## src/design/dsr_pkg.sv

```systemverilog
// shared types, action codes and helpers for the dual stack rotate engine
package dsr_pkg;

    localparam int DEPTH       = 512;
    localparam int VALUE_WIDTH = 32;
    localparam int PTR_W       = (DEPTH > 2) ? $clog2(DEPTH) : 1;
    localparam int CNT_W       = $clog2(DEPTH + 1);
    localparam int DATA_W      = 32;
    localparam int COUNT_W     = 10;
    localparam int ACTION_W    = 4;
    localparam int MODE_W      = 3;

    typedef logic [PTR_W-1:0]       ptr_t;
    typedef logic [CNT_W-1:0]       cnt_t;
    typedef logic [CNT_W:0]         sum_t;
    typedef logic [VALUE_WIDTH-1:0] val_t;

    localparam logic [ACTION_W-1:0] ACT_LOAD_A = 4'd0;
    localparam logic [ACTION_W-1:0] ACT_SA     = 4'd1;
    localparam logic [ACTION_W-1:0] ACT_SB     = 4'd2;
    localparam logic [ACTION_W-1:0] ACT_SS     = 4'd3;
    localparam logic [ACTION_W-1:0] ACT_PA     = 4'd4;
    localparam logic [ACTION_W-1:0] ACT_PB     = 4'd5;
    localparam logic [ACTION_W-1:0] ACT_RA     = 4'd6;
    localparam logic [ACTION_W-1:0] ACT_RB     = 4'd7;
    localparam logic [ACTION_W-1:0] ACT_RR     = 4'd8;
    localparam logic [ACTION_W-1:0] ACT_RRA    = 4'd9;
    localparam logic [ACTION_W-1:0] ACT_RRB    = 4'd10;
    localparam logic [ACTION_W-1:0] ACT_RRR    = 4'd11;
    localparam logic [ACTION_W-1:0] ACT_CLEAR  = 4'd12;

    // what one action does to one stack
    localparam logic [MODE_W-1:0] MODE_NONE     = 3'd0;
    localparam logic [MODE_W-1:0] MODE_SWAP     = 3'd1;
    localparam logic [MODE_W-1:0] MODE_ROT      = 3'd2;
    localparam logic [MODE_W-1:0] MODE_RROT     = 3'd3;
    localparam logic [MODE_W-1:0] MODE_PUSH_SRC = 3'd4;
    localparam logic [MODE_W-1:0] MODE_PUSH_DST = 3'd5;
    localparam logic [MODE_W-1:0] MODE_LOAD     = 3'd6;

    typedef struct packed {
        logic [MODE_W-1:0] mode_a;
        logic [MODE_W-1:0] mode_b;
        logic              is_clear;
        val_t              value;
    } op_t;

    function automatic val_t to_val(input logic signed [DATA_W-1:0] x);
        logic [63:0] e;
        e = {{32{x[DATA_W-1]}}, x};
        return e[VALUE_WIDTH-1:0];
    endfunction

    function automatic logic signed [DATA_W-1:0] to_out(input val_t v);
        logic [63:0] z;
        z = 64'(v);
        return signed'(z[DATA_W-1:0]);
    endfunction

endpackage

```

## src/design/dsr_if.sv

```systemverilog
// request and response channel interfaces
interface dsr_req_if;
    logic                                    valid;
    logic                                    ready;
    logic [dsr_pkg::ACTION_W-1:0]            action;
    logic signed [dsr_pkg::DATA_W-1:0]       load_value;

    modport source (output valid, output action, output load_value, input ready);
    modport sink (input valid, input action, input load_value, output ready);
endinterface


```

## src/design/dsr_front.sv

```systemverilog
// front end: accepts actions, decodes them per stack and queues them
module dsr_front (
    input  logic          clk,
    input  logic          rst_n,
    dsr_req_if.sink       req,
    output logic          q_valid,
    output dsr_pkg::op_t  q_op,
    input  logic          q_pop
);

    dsr_pkg::op_t q_mem_reg [2];
    logic         wr_ptr_reg;
    logic         rd_ptr_reg;
    logic [1:0]   cnt_reg;
    logic [1:0]   cnt_next;
    logic         push;
    logic         pop;
    dsr_pkg::op_t dec_op;

    always_comb
    begin
        dec_op.mode_a   = dsr_pkg::MODE_NONE;
        dec_op.mode_b   = dsr_pkg::MODE_NONE;
        dec_op.is_clear = 1'b0;
        dec_op.value    = dsr_pkg::to_val(req.load_value);
        case (req.action)
            dsr_pkg::ACT_LOAD_A: dec_op.mode_a = dsr_pkg::MODE_LOAD;
            dsr_pkg::ACT_SA:     dec_op.mode_a = dsr_pkg::MODE_SWAP;
            dsr_pkg::ACT_SB:     dec_op.mode_b = dsr_pkg::MODE_SWAP;
            dsr_pkg::ACT_SS:
            begin
                dec_op.mode_a = dsr_pkg::MODE_SWAP;
                dec_op.mode_b = dsr_pkg::MODE_SWAP;
            end
            dsr_pkg::ACT_PA:
            begin
                dec_op.mode_a = dsr_pkg::MODE_PUSH_DST;
                dec_op.mode_b = dsr_pkg::MODE_PUSH_SRC;
            end
            dsr_pkg::ACT_PB:
            begin
                dec_op.mode_a = dsr_pkg::MODE_PUSH_SRC;
                dec_op.mode_b = dsr_pkg::MODE_PUSH_DST;
            end
            dsr_pkg::ACT_RA:     dec_op.mode_a = dsr_pkg::MODE_ROT;
            dsr_pkg::ACT_RB:     dec_op.mode_b = dsr_pkg::MODE_ROT;
            dsr_pkg::ACT_RR:
            begin
                dec_op.mode_a = dsr_pkg::MODE_ROT;
                dec_op.mode_b = dsr_pkg::MODE_ROT;
            end
            dsr_pkg::ACT_RRA:    dec_op.mode_a = dsr_pkg::MODE_RROT;
            dsr_pkg::ACT_RRB:    dec_op.mode_b = dsr_pkg::MODE_RROT;
            dsr_pkg::ACT_RRR:
            begin
                dec_op.mode_a = dsr_pkg::MODE_RROT;
                dec_op.mode_b = dsr_pkg::MODE_RROT;
            end
            dsr_pkg::ACT_CLEAR:  dec_op.is_clear = 1'b1;
            default:             dec_op.is_clear = 1'b0;
        endcase
    end

    assign req.ready = (cnt_reg != 2'd2);
    assign push      = req.valid && req.ready;
    assign pop       = q_pop && q_valid;
    assign q_valid   = (cnt_reg != 2'd0);
    assign q_op      = q_mem_reg[rd_ptr_reg];

    always_comb
    begin
        cnt_next = cnt_reg;
        if (push && !pop)
            cnt_next = cnt_reg + 2'd1;
        else if (pop && !push)
            cnt_next = cnt_reg - 2'd1;
    end

    always_ff @(posedge clk or negedge rst_n)
    begin
        if (!rst_n)
        begin
            wr_ptr_reg <= 1'b0;
            rd_ptr_reg <= 1'b0;
            cnt_reg    <= 2'd0;
        end
        else
        begin
            cnt_reg <= cnt_next;
            if (push)
                wr_ptr_reg <= ~wr_ptr_reg;
            if (pop)
                rd_ptr_reg <= ~rd_ptr_reg;
        end
    end

    always_ff @(posedge clk)
    begin
        if (push)
            q_mem_reg[wr_ptr_reg] <= dec_op;
    end

endmodule

```

## src/flat_wrapper.sv

```systemverilog
// flat-port wrapper written by rule: the top's interface ports become plain ports
module dsr_front_flat 
  (clk, rst_n, q_valid, q_op, q_pop, req_valid, req_action, req_load_value, req_ready);
  dsr_req_if req_i ();
  input  logic clk;
  input  logic rst_n;
  output logic q_valid;
  output dsr_pkg::op_t q_op;
  input  logic q_pop;
  input wire logic [$bits(req_i.valid)-1:0] req_valid;
  input wire logic [$bits(req_i.action)-1:0] req_action;
  input wire logic [$bits(req_i.load_value)-1:0] req_load_value;
  output wire logic [$bits(req_i.ready)-1:0] req_ready;
  assign req_i.valid = req_valid;
  assign req_i.action = req_action;
  assign req_i.load_value = req_load_value;
  assign req_ready = req_i.ready;
  dsr_front u_core (.clk(clk), .rst_n(rst_n), .req(req_i), .q_valid(q_valid), .q_op(q_op), .q_pop(q_pop));
endmodule
```

## config.mk

```make
export PLATFORM = sky130hd
export DESIGN_NAME = dsr_front_flat
export DESIGN_NICKNAME = d
export VERILOG_FILES = /design/src/design/dsr_pkg.sv /design/src/design/dsr_if.sv /design/src/design/dsr_front.sv /design/src/flat_wrapper.sv
export SDC_FILE = /design/constraint.sdc
export NUM_CORES = 1
export LEC_CHECK = 0
export BUFFER_PORTS_ARGS = -buffer_cell sky130_fd_sc_hd__buf_2
export CORE_UTILIZATION = 58
export CTS_BUF_LIST = sky130_fd_sc_hd__clkbuf_8
export DETAILED_ROUTE_END_ITERATION = 6
export PLACE_DENSITY = 0.85
export SLEW_MARGIN = 20
export SYNTH_ARGS = -nofsm -noshare
export SYNTH_HDL_FRONTEND = slang
export SYNTH_SLANG_ARGS = --single-unit
```

## constraint.sdc

```tcl
create_clock -name clk -period 7.1 [get_ports clk]
set_input_delay 1.42 -clock clk [delete_from_list [all_inputs] [get_ports clk]]
set_output_delay 1.42 -clock clk [all_outputs]
set_load 0.005 [all_outputs]
```

# Word level (Yosys, flattened, before mapping)
# Memories as Yosys holds them, arrays and structs flattened.
# Index checks and enable logic that the tools add are counted.
# totals
ramBits	78
reg_bits	4
n_memories	1
input_bits	40
wordCells	43
# memory_table
name	words	word_bits	read_ports	rd_clocked_by_memory_dff	write_ports	line	text
u_core.q_mem_reg	2	39	1	0	1	dsr_front.sv:11	dsr_pkg::op_t q_mem_reg [2];
# classes
eq_ne	13
add_sub_neg	2
n_mux	7
n_bitwise	2
reduce_logical	15
# op_table
operator	count
4-bit equality test (second input constant)	5
3-bit one-hot mux with 6 select lines	1
4-bit by 3-bit equality test with 1-bit output (second input constant)	4
3-bit one-hot mux with 5 select lines	1
2-bit OR reduction	6
4-bit by 2-bit equality test with 1-bit output (second input constant)	2
4-bit by 1-bit equality test with 1-bit output (second input constant)	1
1-bit logical AND	4
4-bit logical NOT	1
2-bit two-way mux	2
2-bit nonzero test	2
1-bit two-way mux	3
2-bit by 1-bit adder with 2-bit output (second input constant)	1
1-bit logical NOT	2
2-bit != test (second input constant)	1
1-bit NOT	2
2-bit by 1-bit subtractor with 2-bit output (second input constant)	1

# Depth between registers and ports, before layout
# Gate-level depths: netlist of run 1.
# depth
word_depth	6
ltp_mapped	7
depth_no_buf	7

# Least setup slack after synthesis of run 1
# No wires, ideal clock.
# synth_timing
kind	input-to-reg
start	input req_valid
end	memory u_core.q_mem_reg[0][0] (netlist name), enable pin
setup_ns	0.435
setup_slack_ns	3.513
stages	2
arrival_ns	3.152
required_time_ns	6.665
cell_sequence	nand2_1 nor2_1
# synth_via
elab_chain_cells	3
# synth_lines
item	line	text
from (decl)	flat_wrapper.sv:10	input wire logic [$bits(req_i.valid)-1:0] req_valid;
1-bit logical AND	dsr_front.sv:65	assign push = req.valid && req.ready;
1-bit two-way mux	dsr_front.sv:99	if (push)
1-bit two-way mux (implied by the code)	dsr_front.sv:100	q_mem_reg[wr_ptr_reg] <= dec_op;
to (decl)	dsr_front.sv:11	
# Every way passes these cells.

==> run_results.csv, run 1 <==
group,metric,value,unit
cells_and_area,utilization,74.3,%
cts,cts_tree,"built",
setup_path,path_max_fanout,40,
cells_and_area,fin_area,0.00382,sq mm
cts,numCtsBuffers,9,
sta,skew,10.3,ps
cts,clock-sinks,82,
detailed_routing,vias,1626,
synthesis,synthTopCellsByArea,"edfxtp_1 (75%), mux2_2 (14%), dfrtp_1 (3.2%)",
die,die_h,75.4,um
global_route,antenna_found_initial,0,
setup_path,critical_path.endpoint_type,"primary output",
detailed_routing,drc,0,
detailed_routing,routed_wl,4.90,mm
global_route,grt_pass1_vias,1575,
cts,clk_pin_slew,70,ps
synthesis,synthFlopType,"edfxtp_1",
cells_and_area,multi_input_area,638,sq um
sta,rsz0062_at_grt,"no",
placement,gp_congestion,0.731,
die,fp-row-count,26,
sta,finalCriticalPeriod,3280,ps
synthesis,synth_most_common_cell,"edfxtp_1",
synthesis,synth_area,0.00313,sq mm
pwr,power.density,387,mW/mm^2
cts,ctsResizeCount,0,
status,status,"finished, final reports clean",
setup_path,crit_arrival,1860,ps
sta,fin_tns_setup,0,ps
cts,clock_latency,340,ps
die,io_pins,81,
placement,place_ws,4160,ps
cts,postCtsSetupBuffers,0,
setup_path,rr_worst_depth,2,
setup_path,critPathMaxStageDelay,960,ps
die,initial_core_util,60.9,%
die,die_w,75.4,um
detailed_routing,ant_nets,0,
cells_and_area,largest_register_ff_count,78,
cells_and_area,antenna_cells,0,
synthesis,synth_nets,198,
detailed_routing,first_pass_iters,2,
synthesis,synth.avg_cell_area,19.9,sq um
sta,tightest_slew,902,ps
synthesis,ys_seq_area_share,78.1,%
placement,dp_hpwl,3.13,mm
setup_path,cp_slowest_cell,"dfrtp_2",
sta,slew_headroom,39.9,%
detailed_routing,avgRoutedWirePerCell,15.3,um
hold_path,hold_path_class,"flip-flop to flip-flop",
detailed_routing,drt_iter0_drc,28,
setup_path,critical_path_required,5680,ps
placement,place_area,0.00358,sq mm
setup_path,ff2ff_setup_slack,5350,ps
cells_and_area,drive_gt1_share,56.8,%
cts,cts.path.max_buffers,2,
setup_path,crit_type,"flip-flop to primary output",
cts,cts_hold_buf,0,
global_route,grt_pass1_wl,7.07,mm
setup_path,r2r-start,"u_core.cnt_reg[0]",
cells_and_area,nFillCells,350,
sta,setup_violations,0,
setup_path,crit_chain,"mux2_2, buf_2",
pwr,irDropWorstVdd,0.318,mV
synthesis,synth_commonest_cells,"edfxtp_1 (78), mux2_2 (39), nor2_1 (5)",
synthesis,synth_cell_types,21,
sta,hold_viol_final,0,
global_route,grt_usage,18.0,%
setup_path,startpoint_type,"flip-flop",
cells_and_area,regArea,0.00244,sq mm
sta,setup_slack,3820,ps
synthesis,netlist_instances,157,
cts,ctsRootBufferMaster,"clkbuf_8",
synthesis,async_reset_ff_share,4.88,%
setup_path,cp-endpoint,"q_op[4]",
cells_and_area,area_growth,22.2,%
die,die-area,0.00569,sq mm
pwr,leakage,1.47,nW
cells_and_area,fin_nets,286,
cts,h-tree-depth,3,
detailed_routing,via_per_inst,5.08,
sta,maxSlewViolCount,0,
synthesis,synth_edf_count,78,
pwr,total_power,0.00148,W
global_route,grt_max_degree,41,
synthesis,yosys.area.top_type_share,74.9,%
setup_path,startpoint,"u_core.rd_ptr_reg",
synthesis,synth_top_area_cell,"edfxtp_1",
synthesis,ys_seq_elements,82,
sta,fin_crit_sh,46.2,%
global_route,overflow,0,
placement,io_buffers,80,
flow_run,max-cap-violations,0,
setup_path,r2r_end,"u_core.q_mem_reg[1][27]",
synthesis,synth_warnings,0,
sta,fmax,305,MHz
die,core_area,0.00514,sq mm
## per-layer routing
layer | global-route usage (%) | share of wire, %
met2 | 31.2 | 51
met3 | 5.56 | 5.8
met5 | 0 | 0
met1 | 20.1 | 41
met4 | 9.67 | 2.0
## cell families (layout without fill, tap and decap cells)
group | count (synthesis) | count (layout) | synth area share (%)
compound gates | 6 | 6 | 1.04
xor+xnor | 5 | 5 | 1.40
fa+ha+maj | 1 | 1 | 0.400
buf+inv | 7 | 100 | 1.80
flops | 82 | 82 | 78.1
mux | 39 | 39 | 14.0
simple gates | 17 | 17 | 3.24
## layout by cell type, fill, tap and decap left out, drive strengths merged, types with 2 or more instances in the layout
cell type  count
clkinv         3
bufinv         2
clkbuf        10
nor2           5
edfxtp        78
buf           81
inv            4
a21oi          4
mux2          39
xor2           2
dfrtp          4
nand2          4
xnor2          3
nor3           2
## worst max-delay path: cells and delay by family, from the launching register on
family                 cells  cell delay [ps]
DFF                        1              960
buffers and inverters      1              130
muxes                      1              430
## worst min-delay path by stage
stage,from,endpoint,slack (ps),cells after the start
4_1_cts,u_core.wr_ptr_reg,u_core.wr_ptr_reg,550,1
5_1_grt,u_core.wr_ptr_reg,u_core.wr_ptr_reg,580,1
2_1_floorplan,u_core.wr_ptr_reg,u_core.wr_ptr_reg,460,1
3_3_place_gp,u_core.wr_ptr_reg,u_core.wr_ptr_reg,530,1
6_report,u_core.cnt_reg[0],u_core.cnt_reg[0],550,1
3_5_place_dp,u_core.wr_ptr_reg,u_core.wr_ptr_reg,530,1
## layout make-up
cell class	instances	share of cell area [%]
inverter	3	0.295
multi-input combinational	68	16.7
sequential	82	63.9
timing repair buffer	81	11.0
clock buffer	10	3.60
tap	70	2.29
clock inverter	6	2.16
## per-stage QoR
stage,hold WS (ps),std cells
2_1_floorplan,461,157
3_3_place_gp,530,303
3_5_place_dp,535,303
4_1_cts,553,319
5_1_grt,578,320
6_report,549,320
## report_power, final
group          switching (W)  total, W  internal [W]
logic               0.000161  0.000379      0.000217
clock network       0.000152  0.000358      0.000206
registers          0.0000774  0.000742      0.000664
(Power assumes the default switching activity.)
==> run 2, diff against run 1 <==
--- a/config.mk
+++ b/config.mk
@@ -6,10 +6,10 @@
 export NUM_CORES = 1
 export LEC_CHECK = 0
 export BUFFER_PORTS_ARGS = -buffer_cell sky130_fd_sc_hd__buf_2
-export CORE_UTILIZATION = 58
+export CORE_UTILIZATION = 49
 export CTS_BUF_LIST = sky130_fd_sc_hd__clkbuf_8
 export DETAILED_ROUTE_END_ITERATION = 6
-export PLACE_DENSITY = 0.85
+export PLACE_DENSITY = 0.77
 export SLEW_MARGIN = 20
 export SYNTH_ARGS = -nofsm -noshare
 export SYNTH_HDL_FRONTEND = slang
==> constraint.sdc (replaced) <==
create_clock -name clk -period 3.01 [get_ports clk]
set_input_delay 0.602 -clock clk [delete_from_list [all_inputs] [get_ports clk]]
set_output_delay 0.602 -clock clk [all_outputs]
set_load 0.005 [all_outputs]
==> run 2 against run 1 <==
Non-clock buffer count is 1 higher. Sequential power is 130% higher. Cell area is 1.4% lower. Clock-buffer cell count is 1 lower. Critical path type unchanged. Largest power group unchanged.
==> run_results.csv, run 2 (synthesized netlist as in run 1, its figures left out) <==
group,metric,value,unit
detailed_routing,via_per_inst,5.00,
cells_and_area,mostFrequentLayoutCell,"buf_2",
sta,timing.hold.ws,60.9,ps
placement,place_area,0.00361,sq mm
sta,setup_violations,0,
pwr,power.density,868,mW/mm^2
cts,cts.path.max_buffers,2,
sta,setup_slack,561,ps
cts,cts_tree,"built",
detailed_routing,first_pass_iters,4,
placement,dp_hpwl,3.18,mm
sta,rsz0062_at_grt,"no",
cells_and_area,fin_area,0.00377,sq mm
sta,hold_viol_final,0,
cts,numCtsBuffers,9,
setup_path,startpoint_type,"flip-flop",
cells_and_area,regArea,0.00244,sq mm
placement,io_buffers,80,
cts,ctsResizeCount,0,
detailed_routing,vias,1630,
sta,fmax,408,MHz
cells_and_area,area_growth,20.5,%
cts,postCtsSetupBuffers,0,
sta,finalCriticalPeriod,2450,ps
pwr,leakage,1.45,nW
detailed_routing,drc,0,
cells_and_area,multi_input_area,638,sq um
detailed_routing,avgRoutedWirePerCell,15.0,um
cells_and_area,utilization,62.5,%
sta,maxSlewViolCount,0,
die,die_h,81.9,um
die,die-area,0.00671,sq mm
setup_path,critical_path.endpoint_type,"primary output",
detailed_routing,routed_wl,4.89,mm
global_route,overflow,0,
detailed_routing,ant_nets,0,
hold_path,hold_path_class,"input pin to async pin",
global_route,grt_pass1_vias,1616,
flow_run,max-cap-violations,0,
global_route,grt_max_degree,41,
die,fp-row-count,28,
sta,fin_tns_setup,0,ps
placement,place_ws,865,ps
die,io_pins,81,
setup_path,critical_path_required,2410,ps
die,core_area,0.00603,sq mm
sta,tightest_slew,880,ps
cts,clock-sinks,82,
setup_path,crit_arrival,1850,ps
cts,clk_pin_slew,70,ps
sta,slew_headroom,41.3,%
cts,clock_latency,330,ps
setup_path,crit_type,"flip-flop to primary output",
cts,cts_hold_buf,0,
detailed_routing,drt_iter0_drc,45,
sta,fin_crit_sh,81.4,%
cts,ctsRootBufferMaster,"clkbuf_8",
global_route,grt_pass1_wl,7.31,mm
cells_and_area,nFillCells,458,
sta,skew,5.78,ps
cells_and_area,layout_common_cells,"buf_2 (80), edfxtp_1 (78), mux2_2 (39)",
cells_and_area,largest_register_ff_count,78,
setup_path,path_max_fanout,40,
cts,h-tree-depth,3,
global_route,antenna_found_initial,0,
die,die_w,81.9,um
placement,gp_congestion,0.725,
status,status,"finished, final reports clean",
global_route,grt_usage,15.5,%
pwr,irDropWorstVdd,0.527,mV
die,initial_core_util,51.9,%
cells_and_area,fin_nets,287,
cells_and_area,drive_gt1_share,55.8,%
cells_and_area,antenna_cells,0,
run 2: path summary, 6_finish.rpt:
check                      depth (start not counted)  slack [ps]                from                       to
setup / recovery                                   2         560   u_core.rd_ptr_reg                 q_op[27]
max in group asynchronous                          1        2810               rst_n        u_core.rd_ptr_reg
setup reg to reg                                   3        1210   u_core.cnt_reg[0]   u_core.q_mem_reg[1][7]
hold reg to reg                                    1         550   u_core.cnt_reg[1]        u_core.cnt_reg[1]
hold / removal                                     1          60               rst_n        u_core.wr_ptr_reg
min in group clk                                   1         450  req_load_value[13]  u_core.q_mem_reg[1][13]
run 2: worst max-delay path, cell delays in order, from the launching register on:
cell and delay, ps:
dfrtp_2 940, mux2_2 430, buf_2 130
run 2: area by class of cell:
type                       count  share of cell area [%]
tap                           75                    2.49
inverter                       3                   0.299
sequential                    82                    64.8
timing repair buffer          82                    11.4
clock inverter                 7                   0.797
multi-input combinational     68                    16.9
clock buffer                   9                    3.29
run 2: per-stage QoR:
step	instances	total power (W)
final	326	0.00327
after global placement	310	0.00267
after CTS	326	0.00333
after detailed placement	310	0.00269
after global routing	326	0.00347
after floorplan	157	0.00233
run 2: where the power goes:
group | switching, W | internal, W
registers | 0.000174 | 0.00156
clock network | 0.000347 | 0.000283
logic | 0.000385 | 0.000518
total | 0.000907 | 0.00237
run 2: metal layers:
metal	vias up	share of wire, %	global-route usage [%]
met5	-	0	0
li1	783	-	-
met1	781	45	19.4
met3	6	7.3	6.22
met4	0	0.82	6.84
met2	60	47	23.8
